File: src/sv/puh_pkg.sv
`timescale 1ns / 1ps
`default_nettype none
// ----------------------------------------------------------------------------
// Per-second usage history package
// Shared types, constants and saturation helpers for controller and datapath.
// ----------------------------------------------------------------------------
package puh_pkg;

	localparam int unsigned US_PER_SEC = 1000000;
	localparam logic [31:0] TPS_RESET  = 32'd1000000;

	localparam logic signed [63:0] S48_MAX  = 64'sh0000_7FFF_FFFF_FFFF;
	localparam logic signed [63:0] S48_MIN  = -64'sh0000_8000_0000_0000;
	localparam logic signed [63:0] S32_MAX  = 64'sh0000_0000_7FFF_FFFF;
	localparam logic signed [63:0] S32_MIN  = -64'sh0000_0000_8000_0000;
	localparam logic signed [63:0] S64_MAX  = 64'sh7FFF_FFFF_FFFF_FFFF;
	localparam logic signed [63:0] S64_MIN  = 64'sh8000_0000_0000_0000;

	// saturation limit of a scaling operation
	typedef enum logic [1:0] {
		LIM_S24,
		LIM_S48,
		LIM_WIDE
	} lim_t;

	// which scaling the datapath feeds to the shared mul/div unit
	typedef enum logic [2:0] {
		SC_GAP,
		SC_SHARE,
		SC_WIN,
		SC_LAST,
		SC_OLD
	} sc_op_t;

	typedef struct packed {
		logic   take;
		logic   eval;
		logic   sc_start;
		sc_op_t sc_op;
		logic   gap_done;
		logic   fill_step;
		logic   spr_part;
		logic   spr_close;
		logic   walk_init;
		logic   walk_step;
		logic   res_win;
		logic   res_last;
		logic   res_old;
		logic   load;
	} puh_cmd_t;

	typedef struct packed {
		logic rearm;
		logic gap;
		logic dt_zero;
		logic fits;
		logic idx_last;
		logic sc_done;
		logic out_free;
	} puh_sts_t;

	function automatic logic [63:0] lim_value(input lim_t l);
		logic [63:0] v;
		unique case (l)
			LIM_S24:  v = 64'h0000_0000_007F_FFFF;
			LIM_S48:  v = 64'h0000_7FFF_FFFF_FFFF;
			LIM_WIDE: v = 64'h3FFF_FFFF_FFFF_FFFF;
			default:  v = 64'h3FFF_FFFF_FFFF_FFFF;
		endcase
		return v;
	endfunction

	function automatic logic signed [47:0] sat48(input logic signed [63:0] v);
		logic signed [47:0] r;
		if (v > S48_MAX) r = 48'sh7FFF_FFFF_FFFF;
		else if (v < S48_MIN) r = 48'sh8000_0000_0000;
		else r = v[47:0];
		return r;
	endfunction

	// divide by 256 toward zero, then clamp to 32 bits
	function automatic logic [31:0] div256_sat32(input logic signed [63:0] v);
		logic signed [63:0] q;
		logic [31:0] r;
		q = v[63] ? ((v + 64'sd255) >>> 8) : (v >>> 8);
		if (q > S32_MAX) r = 32'h7FFF_FFFF;
		else if (q < S32_MIN) r = 32'h8000_0000;
		else r = q[31:0];
		return r;
	endfunction

endpackage
`default_nettype wire

File: src/sv/puh_ctrl.sv
`timescale 1ns / 1ps
`default_nettype none
// ----------------------------------------------------------------------------
// Usage history controller
// Sequences one sample: update, spread or fill, walk the ring, three scalings.
// ----------------------------------------------------------------------------
module puh_ctrl import puh_pkg::*; (
	input  wire logic     clk,
	input  wire logic     arst_n,
	input  wire logic     in_valid,
	output logic          in_stall,
	output puh_cmd_t      cmd,
	input  wire puh_sts_t sts
);

	typedef enum logic [4:0] {
		ST_IDLE,
		ST_EVAL,
		ST_GAP_GO,
		ST_GAP_WAIT,
		ST_FILL,
		ST_SPR_CHK,
		ST_SPR_WAIT,
		ST_WALK_INIT,
		ST_WALK,
		ST_WALK_END,
		ST_WIN_GO,
		ST_WIN_WAIT,
		ST_LAST_GO,
		ST_LAST_WAIT,
		ST_OLD_GO,
		ST_OLD_WAIT,
		ST_LOAD
	} state_t;

	state_t state_q;
	state_t state_d;
	logic   busy_q;
	logic   busy_d;

	always_comb begin
		state_d  = state_q;
		busy_d   = busy_q;
		cmd      = '0;
		unique case (state_q)
			ST_IDLE: begin
				if (in_valid && !busy_q) begin
					cmd.take = 1'b1;
					busy_d   = 1'b1;
					state_d  = ST_EVAL;
				end
			end
			ST_EVAL: begin
				cmd.eval = 1'b1;
				if (sts.rearm) state_d = ST_WALK_INIT;
				else if (sts.gap) state_d = ST_GAP_GO;
				else state_d = ST_SPR_CHK;
			end
			ST_GAP_GO: begin
				cmd.sc_start = 1'b1;
				cmd.sc_op    = SC_GAP;
				state_d      = ST_GAP_WAIT;
			end
			ST_GAP_WAIT: begin
				if (sts.sc_done) begin
					cmd.gap_done = 1'b1;
					state_d      = ST_FILL;
				end
			end
			ST_FILL: begin
				cmd.fill_step = 1'b1;
				if (sts.idx_last) state_d = ST_WALK_INIT;
			end
			ST_SPR_CHK: begin
				if (sts.dt_zero) begin
					state_d = ST_WALK_INIT;
				end else if (sts.fits) begin
					cmd.spr_part = 1'b1;
					state_d      = ST_WALK_INIT;
				end else begin
					cmd.sc_start = 1'b1;
					cmd.sc_op    = SC_SHARE;
					state_d      = ST_SPR_WAIT;
				end
			end
			ST_SPR_WAIT: begin
				cmd.sc_op = SC_SHARE;
				if (sts.sc_done) begin
					cmd.spr_close = 1'b1;
					state_d       = ST_SPR_CHK;
				end
			end
			ST_WALK_INIT: begin
				cmd.walk_init = 1'b1;
				state_d       = ST_WALK;
			end
			ST_WALK: begin
				cmd.walk_step = 1'b1;
				if (sts.idx_last) state_d = ST_WALK_END;
			end
			ST_WALK_END: begin
				state_d = ST_WIN_GO;
			end
			ST_WIN_GO: begin
				cmd.sc_start = 1'b1;
				cmd.sc_op    = SC_WIN;
				state_d      = ST_WIN_WAIT;
			end
			ST_WIN_WAIT: begin
				if (sts.sc_done) begin
					cmd.res_win = 1'b1;
					state_d     = ST_LAST_GO;
				end
			end
			ST_LAST_GO: begin
				cmd.sc_start = 1'b1;
				cmd.sc_op    = SC_LAST;
				state_d      = ST_LAST_WAIT;
			end
			ST_LAST_WAIT: begin
				if (sts.sc_done) begin
					cmd.res_last = 1'b1;
					state_d      = ST_OLD_GO;
				end
			end
			ST_OLD_GO: begin
				cmd.sc_start = 1'b1;
				cmd.sc_op    = SC_OLD;
				state_d      = ST_OLD_WAIT;
			end
			ST_OLD_WAIT: begin
				if (sts.sc_done) begin
					cmd.res_old = 1'b1;
					state_d     = ST_LOAD;
				end
			end
			ST_LOAD: begin
				if (sts.out_free) begin
					cmd.load = 1'b1;
					busy_d   = 1'b0;
					state_d  = ST_IDLE;
				end
			end
			default: state_d = ST_IDLE;
		endcase
	end

	always_ff @(posedge clk or negedge arst_n) begin
		if (!arst_n) begin
			state_q <= ST_IDLE;
			busy_q  <= 1'b0;
		end else begin
			state_q <= state_d;
			busy_q  <= busy_d;
		end
	end

	assign in_stall = busy_q;

endmodule
`default_nettype wire
File: config.mk
export PLATFORM = sky130hd
export DESIGN_NAME = puh_ctrl
export DESIGN_NICKNAME = d
export VERILOG_FILES = /design/src/sv/puh_pkg.sv /design/src/sv/puh_ctrl.sv
export SDC_FILE = /design/constraint.sdc
export NUM_CORES = 1
export LEC_CHECK = 0
export BUFFER_PORTS_ARGS = -buffer_cell sky130_fd_sc_hd__buf_2
export CAP_MARGIN = 20
export CORE_AREA = 3 3 42 44
export DETAILED_ROUTE_END_ITERATION = 6
export DIE_AREA = 0 0 45 47
export PLACE_DENSITY = 0.83
export SETUP_SLACK_MARGIN = 0.02
export SLEW_MARGIN = 25
export SYNTH_ARGS = -nofsm -noshare
export SYNTH_HDL_FRONTEND = slang
export SYNTH_SLANG_ARGS = --single-unit
File: constraint.sdc
create_clock -name clk -period 2.3 [get_ports clk]
set_clock_uncertainty 0.05 [all_clocks]
set_input_delay 0.115 -clock clk [delete_from_list [all_inputs] [get_ports clk]]
set_output_delay 0.115 -clock clk [all_outputs]
set_load 0.02 [all_outputs]
Word-level counts from Yosys, hierarchy flattened

Cells that the tools add are included.
W data, S select, Z words.

Register bits: 6
Input bits: 10
Output and inout port bits: 17
Logic and storage cells: 72

Eq/ne operators: 25
Muxes and demuxes: 38
Reductions and logical operators: 7

Operator list:

| kind                 | number |
|---|---|
| $pmux W5 S17         | 1 |
| $mux W5              | 11 |
| $eq A5 B4 Y1 const B | 8 |
| $eq A5 B3 Y1 const B | 4 |
| $mux W1              | 20 |
| $ne A2 B2 Y1 const B | 9 |
| $pmux W3 S5          | 1 |
| $eq A5 B2 Y1 const B | 2 |
| $reduce_and A9 Y1    | 1 |
| $mux W4              | 2 |
| $eq A5 B1 Y1 const B | 1 |
| $eq A5 B5 Y1 const B | 1 |
| $logic_not A5 Y1     | 1 |
| $pmux W1 S2          | 2 |
| $reduce_or A4 Y1     | 1 |
| $mux W3              | 1 |
| $reduce_and A3 Y1    | 1 |
| $reduce_bool A2 Y1   | 1 |
| $logic_and A1 B1 Y1  | 1 |
| $logic_not A1 Y1     | 1 |

Longest topological paths before layout

Depth in word-level cells: 4
Depth in mapped cells: 5
Mapped depth without buffers: 4

Least setup slack after synthesis

No wires, ideal clock.

Path kind: flip-flop to flip-flop
Start: register state_q[0]
End: register state_q[1]
Arrival time: 1.481 ns
Required time: 2.123 ns
Setup slack: 0.641 ns
Cell stages (with the launch flop): 5
Clock period less this slack: 1.659 ns
Cells stage by stage: dfrtp_1 nor4_2 a32oi_1 nand4_2 mux2_1

Cells in the longest elaborated chain, start to end: 3

Ends and longest elaborated chain:

| what                                 | RTL line        | RTL |
|---|---|---|
| start, declared                      | puh_ctrl.sv:36  | `state_t state_q;` |
| start signal, assigned               | puh_ctrl.sv:153 | `state_q <= state_d;` |
| $eq A5 B3 Y1 (tied with other cells) | puh_ctrl.sv:45  | `unique case (state_q)` |
| $ne A2 B2 Y1 (no source line)        | n/a             |  |
| $reduce_and A9 Y1 (no source line)   | n/a             |  |

Parallel ways exist; a longest one is shown, timed or not.
A chain may end at the register's enable or synchronous reset.

Worst setup path after layout

Start: register state_q[1]
End: register state_q[1]

The elaborated chain is that of the path after synthesis.

==> summary.txt <==
Critical path
  – RR Startpoint: state_q[1]$_DFFE_PN0P_
  – CP endpoint kind: register
  – Worst Path Arrival: 2.07 ns
  – Stages on worst setup path: 4
  – Crit path to: state_q[1]$_DFFE_PN0P_
  – Slowest CP cell: dfrtp_1
  – CP Buf/Inv Count: 0
  – Critical Path Start: state_q[1]$_DFFE_PN0P_
  – R2R cell count: 4
  – Worst R2R End: state_q[1]$_DFFE_PN0P_
  – Max incr delay on CP: roughly 0.65 ns
  – CP Launch Type: register
  – Crit path cell chain: mux2i_1 > or4b_4 > nand4_2 > mux2_1
  – Crit path kind: register to register
  – Crit Path Max Fanout: 16
  – Worst path required time: 2.37 ns
  – R2R Setup Slk: ~0.3 ns
  – Top delay family on crit path: flip-flops

Clock tree
  – CTS H-tree lvls: 1
  – CTS Sinks: 6
  – CTS tree: built
  – TritonCTS Buffers: 3
  – Buffer depth of the longest clock path: 2
  – Setup bufs post-CTS: 0
  – Clk_lat worst skew: 0.24 ns
  – CTS root buf: clkbuf_4
  – CTS resizes: 0
  – Reg clk slew, reported paths: 0.04 ns

Logic synthesis
  – Ys flop type: dfrtp_1
  – Count leader, synth: nand2_1
  – Share of flip-flops with an asynchronous set or reset: 100.0%
  – Dominant cells by area after synthesis: dfrtp_1, nand2_1, nor2_1
  – Syn Area/Cell: 7.908 sq um
  – Syn_nets: 88
  – Post-synth top area cell: dfrtp_1
  – Sequential share of the synthesized area: 24.34%
  – Synthesis Warnings: 0
  – Synthesized flop and latch total: 6
  – Post-Synthesis Cells: 78
  – Post-synth EDFFs: 0
  – Yosys cell types: 39
  – Syn Std Cell Area: 616.8 sq um
  – Most frequent cells after synthesis: nand2_1, nor2_1, dfrtp_1, and3_1, nor2b_1
  – Post-synth top area share: between 20% and 30%

Min path
  – Hold Path Class: input port to register

Floorplanning
  – Die outline area: 2115 sq um
  – Core Area: 1471 sq um
  – Site Rows: 14
  – Chip width: 45 um
  – I/O pin count: 27
  – Initial Util: between 40% and 50%
  – Die Span Y: 47 um

Global routing
  – Met3 usage: roughly 4.6%
  – Pin count of the biggest net entering global routing: 17
  – Initial antenna violation count: 0
  – Met1 Use GR: 22.51%
  – Vias in the first global route: between 600 and 700
  – GR Overflow Total: 0
  – Routing usage on met2: 27.97%
  – GRT Overall Usage: 17.02%
  – Global-route wire length before repair: 2684 um
  – Busiest grt layer: met2

Cells and area
  – Area Growth Syn to Fin: 27.18%
  – Layout cell share with drive strength beyond 1: 35.58%
  – Antenna cells: 0
  – Filler cells: roughly 150
  – Nets: 116

Drt
  – Initial drt markers: 13
  – 1st-pass router iterations: 4
  – DRC viols: 0
  – Routed WL: 1569 um
  – Routed Antenna Nets: 0
  – Drt wl/cell: about 13 um
  – Via Count: 679
  – Vias per inst: 5.658

Power
  – Power per cell area: around 1300 nW/um^2
  – Static leakage: 0.4054 nW
  – Maximum VDD drop: roughly 640 uV

STA
  – Pins Over Slew Limit: 0
  – Post-route minimum period: between 2 and 2.5 ns
  – WHS: between 0.15 and 0.2 ns
  – Fmax: roughly 500 MHz
  – Fin crit share: 87.26%
  – Worst Tran Pin Value: approximately 0.51 ns
  – Worst slew margin: between 60 and 70%
  – Setup-failing EPs final: 0
  – Final Hold Vio Count: 0
  – RSZ-0062 raised after global routing: false
  – Setup_tns: 0 ns

Job
  – MaxCap Viol Count: 0

Place
  – Hpwl dp: 1185 um
  – RePlAce Congestion: 0.8305
  – Port bufs: 26

Run status
  – Status: complete, no violations
-- worst reg2reg max path: cells and delay by family, from the launching register on --
kind             cells  cell delay (ns)
DFF                  1             0.65
and+or+nand+nor      2             0.65
muxes                2             0.53
-- metal layers --
layer  vias up  routed length, um
met3         0                 96
met2        22                740
met4         0                  0
met1       310                733
li1        347                  -
met5         -                  0
-- metrics by stage --
stage	util [%]	cell area (sq um)	instances	total power (W)	worst slack, ns
after global routing	53.32	784.5	120	0.001106	0.2027
after global placement	51.11	752.0	116	0.0008877	0.4314
after detailed placement	51.11	752.0	116	0.0009078	0.3266
after floorplan	-	616.8	78	0.0007582	0.6415
final	53.32	784.5	120	0.001004	0.2931
after CTS	53.32	784.5	120	0.001006	0.3227
-- logic make-up after synthesis --
family / after synthesis / share of synthesized area [%]
compound gates: 16 / 19.07
xor+xnor: 2 / 2.840
buf+inv: 8 / 6.086
flops: 6 / 24.34
mux: 2 / 3.448
simple gates: 44 / 44.22
-- what timing repair did --
action                                 in CTS  in global routing
hold buffers                                1                  0
setup endpoints to repair                   0                  0
endpoints found under the hold margin       6                  0
-- report_power, final --
group          switching, W  total [W]  internal, W
combinational      0.000333   0.000628     0.000295
clock             0.0000327  0.0000914    0.0000587
sequential         0.000140   0.000285     0.000145
total              0.000506    0.00100     0.000498
-- worst min-delay path by stage --
stage	startpoint	end	slack (ns)	cells past startpoint
after global routing	arst_n	state_q[3]$_DFFE_PN0P_	0.17	2
after CTS	sts[0]	in_stall$_DFFE_PN0P_	0.15	4
after floorplan	arst_n	in_stall$_DFFE_PN0P_	-0.23	0
after global placement	arst_n	in_stall$_DFFE_PN0P_	-0.11	1
final	sts[0]	in_stall$_DFFE_PN0P_	0.15	4
after detailed placement	arst_n	in_stall$_DFFE_PN0P_	-0.11	1
-- state kept, by name, summed over array words and instances, names as in the netlist --
register	cells
in_stall	1
state_q	5
-- layout make-up --
| type | instances | area, sq um | share of cell area (%) |
|---|---|---|---|
| clock buffer | 3 | 22.52 | 2.871 |
| inverter | 2 | 7.507 | 0.9569 |
| multi-input combinational | 64 | 429.2 | 54.71 |
| sequential | 6 | 150.1 | 19.14 |
| tap | 16 | 20.02 | 2.552 |
| timing repair buffer | 29 | 155.1 | 19.78 |
-- cells in the final DEF (no fill, tap or decap), types with 3 or more instances in the layout --
cell       n
clkbuf_4   3
nor2b_1    4
and3_1     4
a21oi_1    3
nand2_1    9
buf_2     26
nor2_1     7
dfrtp_1    6
No activity file was read; power rests on OpenSTA's default activity.
